**src/rtl/idl_pkg.sv**
```systemverilog
// ----------------------------------------------------------------------------
// idl_pkg
// Shared types and constants for the indexed deque list.
// ----------------------------------------------------------------------------
package idl_pkg;

    localparam int DEPTH_DEFAULT = 64;
    localparam int DATA_W        = 32;
    localparam int POS_W         = 6;
    localparam int LEN_W         = 7;
    localparam int CMD_W         = 3;
    localparam int STATUS_W      = 2;
    localparam int TDATA_IN_W    = 48;
    localparam int TDATA_OUT_W   = 48;

    typedef enum logic [CMD_W-1:0] {
        CMD_INSERT = 3'd0,
        CMD_FRONT  = 3'd1,
        CMD_APPEND = 3'd2,
        CMD_DELETE = 3'd3,
        CMD_READ   = 3'd4,
        CMD_CLEAR  = 3'd5
    } cmd_t;

    typedef enum logic [STATUS_W-1:0] {
        STAT_DONE  = 2'd0,
        STAT_RANGE = 2'd1,
        STAT_FULL  = 2'd2
    } status_t;

    typedef enum logic [2:0] {
        S_IDLE,
        S_UP_RD,
        S_UP_WR,
        S_PLACE,
        S_DN_RD,
        S_DN_WR,
        S_FINISH
    } state_t;

    typedef struct packed {
        status_t             status;
        logic [DATA_W-1:0]   read_data;
        logic [LEN_W-1:0]    length;
        logic                is_empty;
    } result_t;

endpackage

```
**src/rtl/idl_store.sv**
```systemverilog
// ----------------------------------------------------------------------------
// idl_store
// Element storage: one write port, one read port with registered data.
// ----------------------------------------------------------------------------
module idl_store
    import idl_pkg::*;
#(
    parameter int DEPTH = DEPTH_DEFAULT,
    parameter int AW    = $clog2(DEPTH)
)
(
    input  logic              clk,
    input  logic              we,
    input  logic [AW-1:0]     waddr,
    input  logic [DATA_W-1:0] wdata,
    input  logic              re,
    input  logic [AW-1:0]     raddr,
    output logic [DATA_W-1:0] rdata
);

    logic [DATA_W-1:0] mem [DEPTH];
    logic [DATA_W-1:0] rdata_reg;

    always_ff @(posedge clk)
    begin
        if (we)
        begin
            mem[waddr] <= wdata;
        end
        if (re)
        begin
            rdata_reg <= mem[raddr];
        end
    end

    assign rdata = rdata_reg;

endmodule

```
**src/rtl/idl_seq.sv**
```systemverilog
// ----------------------------------------------------------------------------
// idl_seq
// Command sequencer: range checks, element shifting one slot at a time
// with the pointer increment and decrement, fill count and result formation.
// ----------------------------------------------------------------------------
module idl_seq
    import idl_pkg::*;
#(
    parameter int DEPTH = DEPTH_DEFAULT,
    parameter int AW    = $clog2(DEPTH)
)
(
    input  logic              clk,
    input  logic              rst_n,
    input  logic              in_valid,
    output logic              in_ready,
    input  logic [CMD_W-1:0]  in_cmd,
    input  logic [POS_W-1:0]  in_pos,
    input  logic [DATA_W-1:0] in_value,
    output logic              res_valid,
    input  logic              res_ready,
    output result_t           res,
    output logic              mem_we,
    output logic [AW-1:0]     mem_waddr,
    output logic [DATA_W-1:0] mem_wdata,
    output logic              mem_re,
    output logic [AW-1:0]     mem_raddr,
    input  logic [DATA_W-1:0] mem_rdata
);

    localparam int CW   = $clog2(DEPTH + 1);
    localparam int CMPW = (CW > POS_W) ? CW : POS_W;
    localparam int LW   = (CW > LEN_W) ? CW : LEN_W;

    state_t            state_reg, state_next;
    logic [CW-1:0]     count_reg, count_next;
    logic [AW-1:0]     ptr_reg, ptr_next;
    logic [AW-1:0]     tgt_reg, tgt_next;
    logic [DATA_W-1:0] word_reg, word_next;
    status_t           status_reg, status_next;
    logic              rd_ok_reg, rd_ok_next;

    logic [CMPW-1:0]   pos_x;
    logic [CMPW-1:0]   cnt_x;
    logic [AW-1:0]     pos_a;
    logic [AW-1:0]     cnt_a;
    logic              in_range;
    logic              full;
    logic [CW-1:0]     ptr_inc;
    logic [AW-1:0]     ptr_dec;
    logic [CW-1:0]     pos_inc;
    logic [LW-1:0]     cnt_w;
    cmd_t              cmd;

    assign pos_x    = CMPW'(in_pos);
    assign cnt_x    = CMPW'(count_reg);
    assign pos_a    = pos_x[AW-1:0];
    assign cnt_a    = count_reg[AW-1:0];
    assign in_range = pos_x < cnt_x;
    assign full     = count_reg == CW'(DEPTH);
    assign ptr_inc  = CW'(ptr_reg) + 1'b1;
    assign ptr_dec  = ptr_reg - 1'b1;
    assign pos_inc  = CW'(pos_a) + 1'b1;
    assign cnt_w    = LW'(count_reg);
    assign cmd      = cmd_t'(in_cmd);

    always_ff @(posedge clk or negedge rst_n)
    begin
        if (!rst_n)
        begin
            state_reg <= S_IDLE;
            count_reg <= '0;
        end
        else
        begin
            state_reg <= state_next;
            count_reg <= count_next;
        end
    end

    always_ff @(posedge clk)
    begin
        ptr_reg    <= ptr_next;
        tgt_reg    <= tgt_next;
        word_reg   <= word_next;
        status_reg <= status_next;
        rd_ok_reg  <= rd_ok_next;
    end

    always_comb
    begin
        state_next  = state_reg;
        count_next  = count_reg;
        ptr_next    = ptr_reg;
        tgt_next    = tgt_reg;
        word_next   = word_reg;
        status_next = status_reg;
        rd_ok_next  = rd_ok_reg;
        in_ready    = 1'b0;
        res_valid   = 1'b0;
        mem_we      = 1'b0;
        mem_waddr   = ptr_reg;
        mem_wdata   = mem_rdata;
        mem_re      = 1'b0;
        mem_raddr   = ptr_dec;

        case (state_reg)
            S_IDLE:
            begin
                in_ready = 1'b1;
                if (in_valid)
                begin
                    word_next   = in_value;
                    status_next = STAT_DONE;
                    rd_ok_next  = 1'b0;
                    state_next  = S_FINISH;
                    case (cmd)
                        CMD_INSERT, CMD_FRONT, CMD_APPEND:
                        begin
                            if (cmd == CMD_INSERT && in_pos != '0 && !in_range)
                            begin
                                status_next = STAT_RANGE;
                            end
                            else if (full)
                            begin
                                status_next = STAT_FULL;
                            end
                            else
                            begin
                                case (cmd)
                                    CMD_INSERT: tgt_next = pos_a;
                                    CMD_FRONT:  tgt_next = '0;
                                    default:    tgt_next = cnt_a;
                                endcase
                                ptr_next   = cnt_a;
                                state_next = (cnt_a == tgt_next) ? S_PLACE : S_UP_RD;
                            end
                        end
                        CMD_DELETE:
                        begin
                            if (!in_range)
                            begin
                                status_next = STAT_RANGE;
                            end
                            else
                            begin
                                ptr_next = pos_a;
                                if (pos_inc == count_reg)
                                begin
                                    count_next = count_reg - 1'b1;
                                end
                                else
                                begin
                                    state_next = S_DN_RD;
                                end
                            end
                        end
                        CMD_READ:
                        begin
                            if (!in_range)
                            begin
                                status_next = STAT_RANGE;
                            end
                            else
                            begin
                                mem_re     = 1'b1;
                                mem_raddr  = pos_a;
                                rd_ok_next = 1'b1;
                            end
                        end
                        CMD_CLEAR:
                        begin
                            count_next = '0;
                        end
                        default:
                        begin
                        end
                    endcase
                end
            end
            S_UP_RD:
            begin
                mem_re     = 1'b1;
                mem_raddr  = ptr_dec;
                state_next = S_UP_WR;
            end
            S_UP_WR:
            begin
                mem_we     = 1'b1;
                mem_waddr  = ptr_reg;
                mem_wdata  = mem_rdata;
                ptr_next   = ptr_dec;
                state_next = (ptr_dec == tgt_reg) ? S_PLACE : S_UP_RD;
            end
            S_PLACE:
            begin
                mem_we     = 1'b1;
                mem_waddr  = tgt_reg;
                mem_wdata  = word_reg;
                count_next = count_reg + 1'b1;
                state_next = S_FINISH;
            end
            S_DN_RD:
            begin
                mem_re     = 1'b1;
                mem_raddr  = ptr_inc[AW-1:0];
                state_next = S_DN_WR;
            end
            S_DN_WR:
            begin
                mem_we    = 1'b1;
                mem_waddr = ptr_reg;
                mem_wdata = mem_rdata;
                ptr_next  = ptr_inc[AW-1:0];
                if (ptr_inc + 1'b1 == count_reg)
                begin
                    count_next = count_reg - 1'b1;
                    state_next = S_FINISH;
                end
                else
                begin
                    state_next = S_DN_RD;
                end
            end
            S_FINISH:
            begin
                res_valid = 1'b1;
                if (res_ready)
                begin
                    state_next = S_IDLE;
                end
            end
            default:
            begin
                state_next = S_IDLE;
            end
        endcase
    end

    always_comb
    begin
        res.status    = status_reg;
        res.read_data = rd_ok_reg ? mem_rdata : '0;
        res.length    = cnt_w[LEN_W-1:0];
        res.is_empty  = (count_reg == '0);
    end

endmodule

```
**src/rtl/indexed_deque_list.sv**
```systemverilog
// ----------------------------------------------------------------------------
// indexed_deque_list
// Ordered list of up to DEPTH 32-bit words with positional insert, front
// insert, append, delete, read and clear.
// ----------------------------------------------------------------------------
// Usage:
//   s_* carries one command per transaction, m_* returns exactly one result
//   transaction per command, in order.
//   Words live in a single-port-write, single-port-read memory. Insert and
//   delete move the words behind the position one slot at a time through
//   the sequencer's pointer adder, with a read step and a write step per moved word.
//   Insert moves words with read and write steps from the end down to the
//   position, then places the new word; delete moves words with read and
//   write steps from the position up to the end and drops the length. Read,
//   clear, refused and unknown commands go straight to the final step, which
//   offers the result to the output register.
//   s_tready is high only while the sequencer is idle, so one command is in
//   work at a time; a finished result sits in the output register and the
//   next command is accepted while it waits.
//   If m_tready is low, the result holds in the output register and the
//   sequencer waits in its final step until that register frees up.
//   Reset empties the list and drops any pending result; stored words are
//   not cleared, only slots below the length are ever read.
// ----------------------------------------------------------------------------
module indexed_deque_list
    import idl_pkg::*;
#(
    parameter int DEPTH = DEPTH_DEFAULT
)
(
    input  logic                   clk,
    input  logic                   rst_n,
    input  logic                   s_tvalid,
    output logic                   s_tready,
    input  logic [TDATA_IN_W-1:0]  s_tdata,   // cmd[2:0], position[8:3], value[40:9], zero pad
    output logic                   m_tvalid,
    input  logic                   m_tready,
    output logic [TDATA_OUT_W-1:0] m_tdata    // status[1:0], read_data[33:2], length[40:34],
                                              // is_empty[41], zero pad
);

    localparam int AW = $clog2(DEPTH);

    logic              res_valid;
    logic              res_ready;
    result_t           res;
    logic              mem_we;
    logic [AW-1:0]     mem_waddr;
    logic [DATA_W-1:0] mem_wdata;
    logic              mem_re;
    logic [AW-1:0]     mem_raddr;
    logic [DATA_W-1:0] mem_rdata;

    logic              m_tvalid_reg, m_tvalid_next;
    result_t           out_reg, out_next;

    idl_seq #(
        .DEPTH (DEPTH),
        .AW    (AW)
    ) u_seq (
        .clk       (clk),
        .rst_n     (rst_n),
        .in_valid  (s_tvalid),
        .in_ready  (s_tready),
        .in_cmd    (s_tdata[CMD_W-1:0]),
        .in_pos    (s_tdata[CMD_W+POS_W-1:CMD_W]),
        .in_value  (s_tdata[CMD_W+POS_W+DATA_W-1:CMD_W+POS_W]),
        .res_valid (res_valid),
        .res_ready (res_ready),
        .res       (res),
        .mem_we    (mem_we),
        .mem_waddr (mem_waddr),
        .mem_wdata (mem_wdata),
        .mem_re    (mem_re),
        .mem_raddr (mem_raddr),
        .mem_rdata (mem_rdata)
    );

    idl_store #(
        .DEPTH (DEPTH),
        .AW    (AW)
    ) u_store (
        .clk   (clk),
        .we    (mem_we),
        .waddr (mem_waddr),
        .wdata (mem_wdata),
        .re    (mem_re),
        .raddr (mem_raddr),
        .rdata (mem_rdata)
    );

    assign res_ready = !m_tvalid_reg || m_tready;

    always_comb
    begin
        m_tvalid_next = m_tvalid_reg;
        out_next      = out_reg;
        if (m_tvalid_reg && m_tready)
        begin
            m_tvalid_next = 1'b0;
        end
        if (res_valid && res_ready)
        begin
            m_tvalid_next = 1'b1;
            out_next      = res;
        end
    end

    always_ff @(posedge clk or negedge rst_n)
    begin
        if (!rst_n)
        begin
            m_tvalid_reg <= 1'b0;
        end
        else
        begin
            m_tvalid_reg <= m_tvalid_next;
        end
    end

    always_ff @(posedge clk)
    begin
        out_reg <= out_next;
    end

    assign m_tvalid = m_tvalid_reg;
    assign m_tdata  = {6'b0, out_reg.is_empty, out_reg.length, out_reg.read_data,
                       out_reg.status};

endmodule

```
**config.mk**
```make
export PLATFORM = sky130hd
export DESIGN_NAME = indexed_deque_list
export DESIGN_NICKNAME = d
export VERILOG_FILES = /design/src/rtl/idl_pkg.sv /design/src/rtl/idl_store.sv /design/src/rtl/idl_seq.sv /design/src/rtl/indexed_deque_list.sv
export SDC_FILE = /design/constraint.sdc
export NUM_CORES = 2
export LEC_CHECK = 0
export ABC_AREA = 1
export BUFFER_PORTS_ARGS = -buffer_cell sky130_fd_sc_hd__buf_2
export CAP_MARGIN = 20
export CORE_MARGIN = 3
export CORE_UTILIZATION = 55
export DETAILED_ROUTE_END_ITERATION = 6
export PLACE_DENSITY = 0.81
export SYNTH_ARGS = -nofsm -noshare
export SYNTH_HDL_FRONTEND = slang
export SYNTH_SLANG_ARGS = --single-unit
```
**constraint.sdc**
```tcl
create_clock -name clk -period 4.4 [get_ports clk]
set_input_delay 0.22 -clock clk [delete_from_list [all_inputs] [get_ports clk]]
set_output_delay 0.22 -clock clk [all_outputs]
set_load 0.01 [all_outputs]
```
==> impl_table.tex <==
\begin{tabular}{lr}
\hline
Metric & Value \\
\hline
\multicolumn{2}{l}{\textbf{Drt}} \\
Detailed-router iteration count before antenna repair & 7 \\
Total DRC errors in the routed layout & 0 \\
Aggregate routed wire length & 270000 um \\
Average routed wire per standard cell & 24.7 um \\
Via-to-Cell Ratio & 6.06 \\
Detailed router's first-iteration violation count & 10400 \\
Post-route ant nets & 0 \\
Number of vias in the routed layout & 66100 \\
\multicolumn{2}{l}{\textbf{Layout}} \\
Number of nets in the finished design & 8632 \\
Number of flip-flops in the largest register & 2048 \\
Register containing the most flip-flops in the final layout & u\_store.mem \\
Fraction of layout instances using a drive strength above 1 & 8.41\% \\
Layout area overhead & 11.9\% \\
\multicolumn{2}{l}{\textbf{STA}} \\
Maximum clock frequency & 237 MHz \\
Final setup fails & 0 \\
Worst slew margin & 23.9\% \\
Total Neg Setup Slack & 0 ns \\
Setup repair after global routing missed its margin & no \\
Setup WS post-layout & 0.174 ns \\
Final cycle utilization of the critical path & 96.0\% \\
Clk\_skew & 0.0424 ns \\
Final Critical Period & 4.23 ns \\
Number of hold violations in the final report & 0 \\
Slew @ Worst Pin & 1.14 ns \\
Final Max Tran Viols & 0 \\
\multicolumn{2}{l}{\textbf{GRT}} \\
Largest net degree at the start of global routing & 163 \\
Overall track demand over capacity in global routing & 30.6\% \\
Residual overflow from global routing & 0 \\
Number of global-route vias before repair & 64200 \\
Initial antenna violation count & 20 \\
Global-route wire length before repair & 394000 um \\
\multicolumn{2}{l}{\textbf{Critical path}} \\
Max Fanout on Critical Path & 24 \\
Nature of the critical path startpoint & flop \\
Path type of the worst setup path & reg2reg \\
Endpoint type of the worst setup path & flop \\
Required time of the worst setup path & 4.94 ns \\
Data arrival time of the critical path & 4.76 ns \\
\multicolumn{2}{l}{\textbf{Clocking}} \\
Count of hold-fix buffers inserted at cts & 49 \\
Cell at the root of the clock tree & sky130\_fd\_sc\_hd\_\_clkbuf\_16 \\
Num Clock Sinks & 2180 \\
Resized Gates After CTS & 0 \\
Maximum buffer depth of the clock tree & 3 \\
Clock transition time at the flip-flop clock pins of the worst setup and hold paths & 0.07 ns \\
Level count of the clock H-tree & 4 \\
Number of buffers inserted by post-CTS setup repair & 0 \\
TritonCTS Buffers & 200 \\
TritonCTS clock tree & done \\
Later-pin clock latency in the skew report & 0.86 ns \\
\multicolumn{2}{l}{\textbf{Yosys}} \\
Sequential-to-total area share from yosys stat & 70.9\% \\
Post-Syn Area per Cell & 10.9 um\^{}2 \\
Fraction of registers with async set or reset after synthesis & 0.505\% \\
Number of synthesized flops with an enable pin & 2169 \\
Synth Flop Type & sky130\_fd\_sc\_hd\_\_edfxtp\_1 \\
Synth Register Bits & 2180 \\
Number of distinct library cell variants in the gate-level netlist after synthesis & 41 \\
Post-Syn Area & 92300 um\^{}2 \\
Synthesized instance count & 8457 \\
Number of warnings issued by yosys & 0 \\
\multicolumn{2}{l}{\textbf{Hold path}} \\
Path category of the worst min-delay check & in2reg \\
\multicolumn{2}{l}{\textbf{Place}} \\
Post-Place Setup Slack & 0.423 ns \\
Placer's final routability congestion estimate & 0.968 \\
Total half-perimeter wirelength after legalization and detailed placement & 149000 um \\
Total of buffers placed on input and output ports & 88 \\
\multicolumn{2}{l}{\textbf{Die}} \\
Num ports & 102 \\
Vertical die dimension & 416 um \\
Total number of placement rows & 149 \\
Die boundary width & 416 um \\
Die Footprint & 173000 um\^{}2 \\
Standard cell core area & 166000 um\^{}2 \\
Initial standard-cell utilization of the core & 55.7\% \\
\multicolumn{2}{l}{\textbf{Run}} \\
Max-cap violation count & 0 \\
\multicolumn{2}{l}{\textbf{Status}} \\
Outcome & completed \\
\hline
\end{tabular}
[area by class of cell]
| class | count | area (um^2) |
|---|---|---|
| Timing Repair Buffer | 394 | 3630 |
| Inverter | 700 | 2650 |
| Clock buffer | 248 | 5270 |
| Multi-Input combinational cell | 5090 | 22500 |
| Tap cell | 2189 | 2740 |
| Fill cell | 11700 | 62500 |
| Sequential cell | 2180 | 65400 |
| Antenna cell | 7 | 17.5 |
| Clock inverter | 112 | 980 |
[routing by layer]
metal  global-route usage (%)  up-vias  share of wire (%)
met1                     37.8    31300                 33
li1                         -    28800                  -
met3                     8.99      969                 14
met5                        0        -              0.040
met2                     47.1     5091                 45
met4                     20.3       16                7.2
[worst max-delay path, stage by stage, from the launching register on]
cell and delay (ns):
sky130_fd_sc_hd__dfrtp_1 0.42, sky130_fd_sc_hd__inv_2 0.13, sky130_fd_sc_hd__nand2_1 0.16, sky130_fd_sc_hd__nor2_4 0.12, sky130_fd_sc_hd__inv_1 0.13, sky130_fd_sc_hd__buf_4 0.27
sky130_fd_sc_hd__o21ai_0 0.87, sky130_fd_sc_hd__nand2_1 0.78, sky130_fd_sc_hd__nor2_4 0.75, sky130_fd_sc_hd__buf_12 0.26
[Yosys cell counts (all sizes together) (17+ instances only)]
master / count / area share (%)
nand3: 1553 / 8.4
inv: 697 / 2.8
o21ai: 41 / 0.22
xor2: 28 / 0.27
nand4: 99 / 0.67
nand2: 3167 / 13
nor2: 115 / 0.50
buf: 392 / 2.2
edfxtp: 2169 / 71
nor3: 17 / 0.092
a21oi: 19 / 0.12
clkbuf: 100 / 0.41
[path summary, 6_finish.rpt]
check	from	endpoint	slack (ns)	depth (start not counted)
worst min register to register	u_seq.status_reg[1]$_DFFE_PP_	m_tdata[1]$_DFFE_PP_	0.43	0
worst max register to register	u_seq.state_reg[2]$_DFFE_PN0P_	u_store.mem[59][0]$_DFFE_PP_	0.17	9
min in group asynchronous	rst_n	u_seq.cnt_w[1]$_DFFE_PN0P_	0.48	3
worst min-delay path	s_tdata[20]	u_seq.word_reg[11]$_DFFE_PP_	0.08	2
max in group asynchronous	rst_n	u_seq.state_reg[2]$_DFFE_PN0P_	3.44	3
worst max-delay path	u_seq.state_reg[2]$_DFFE_PN0P_	u_store.mem[59][0]$_DFFE_PP_	0.17	9
[stage by stage]
stage	utilization, %	std cells	instance area [um^2]	hold slack (ns)
floorplan	-	8462	92300	-0.0756
detailed placement	58.2	10500	96400	0.140
CTS	62.2	10900	103000	0.0359
global placement	58.2	10500	96400	0.134
finish	62.3	10900	103000	0.0751
global route	62.2	10900	103000	0.0555
[cells in the final DEF (no fill, tap or decap), types with 69 or more instances in the layout]
| cell type | instances |
|---|---|
| sky130_fd_sc_hd__nand2_1 | 3126 |
| sky130_fd_sc_hd__clkbuf_16 | 204 |
| sky130_fd_sc_hd__nand3_1 | 1549 |
| sky130_fd_sc_hd__inv_1 | 686 |
| sky130_fd_sc_hd__nor2_4 | 69 |
| sky130_fd_sc_hd__buf_2 | 88 |
| sky130_fd_sc_hd__nand4_1 | 99 |
| sky130_fd_sc_hd__buf_4 | 195 |
| sky130_fd_sc_hd__edfxtp_1 | 2169 |
[cells by family (layout without fill, tap and decap cells)]
| kind of cell | after synthesis | count (layout) | synth area share (%) |
|---|---|---|---|
| other | 1 | 13 | 0.00406 |
| AND/OR/NAND/NOR | 4956 | 4956 | 22.7 |
| flip-flops | 2180 | 2180 | 70.9 |
| XOR/XNOR | 33 | 33 | 0.313 |
| AO/OA/AOI/OAI | 81 | 81 | 0.509 |
| buffers and inverters | 1192 | 1454 | 5.43 |
| adder cells (fa/ha/maj) | 14 | 14 | 0.190 |
Power is left out: the tool's default activity adds up to more than one toggle a clock period on the data nets, which glitch-free logic cannot reach.
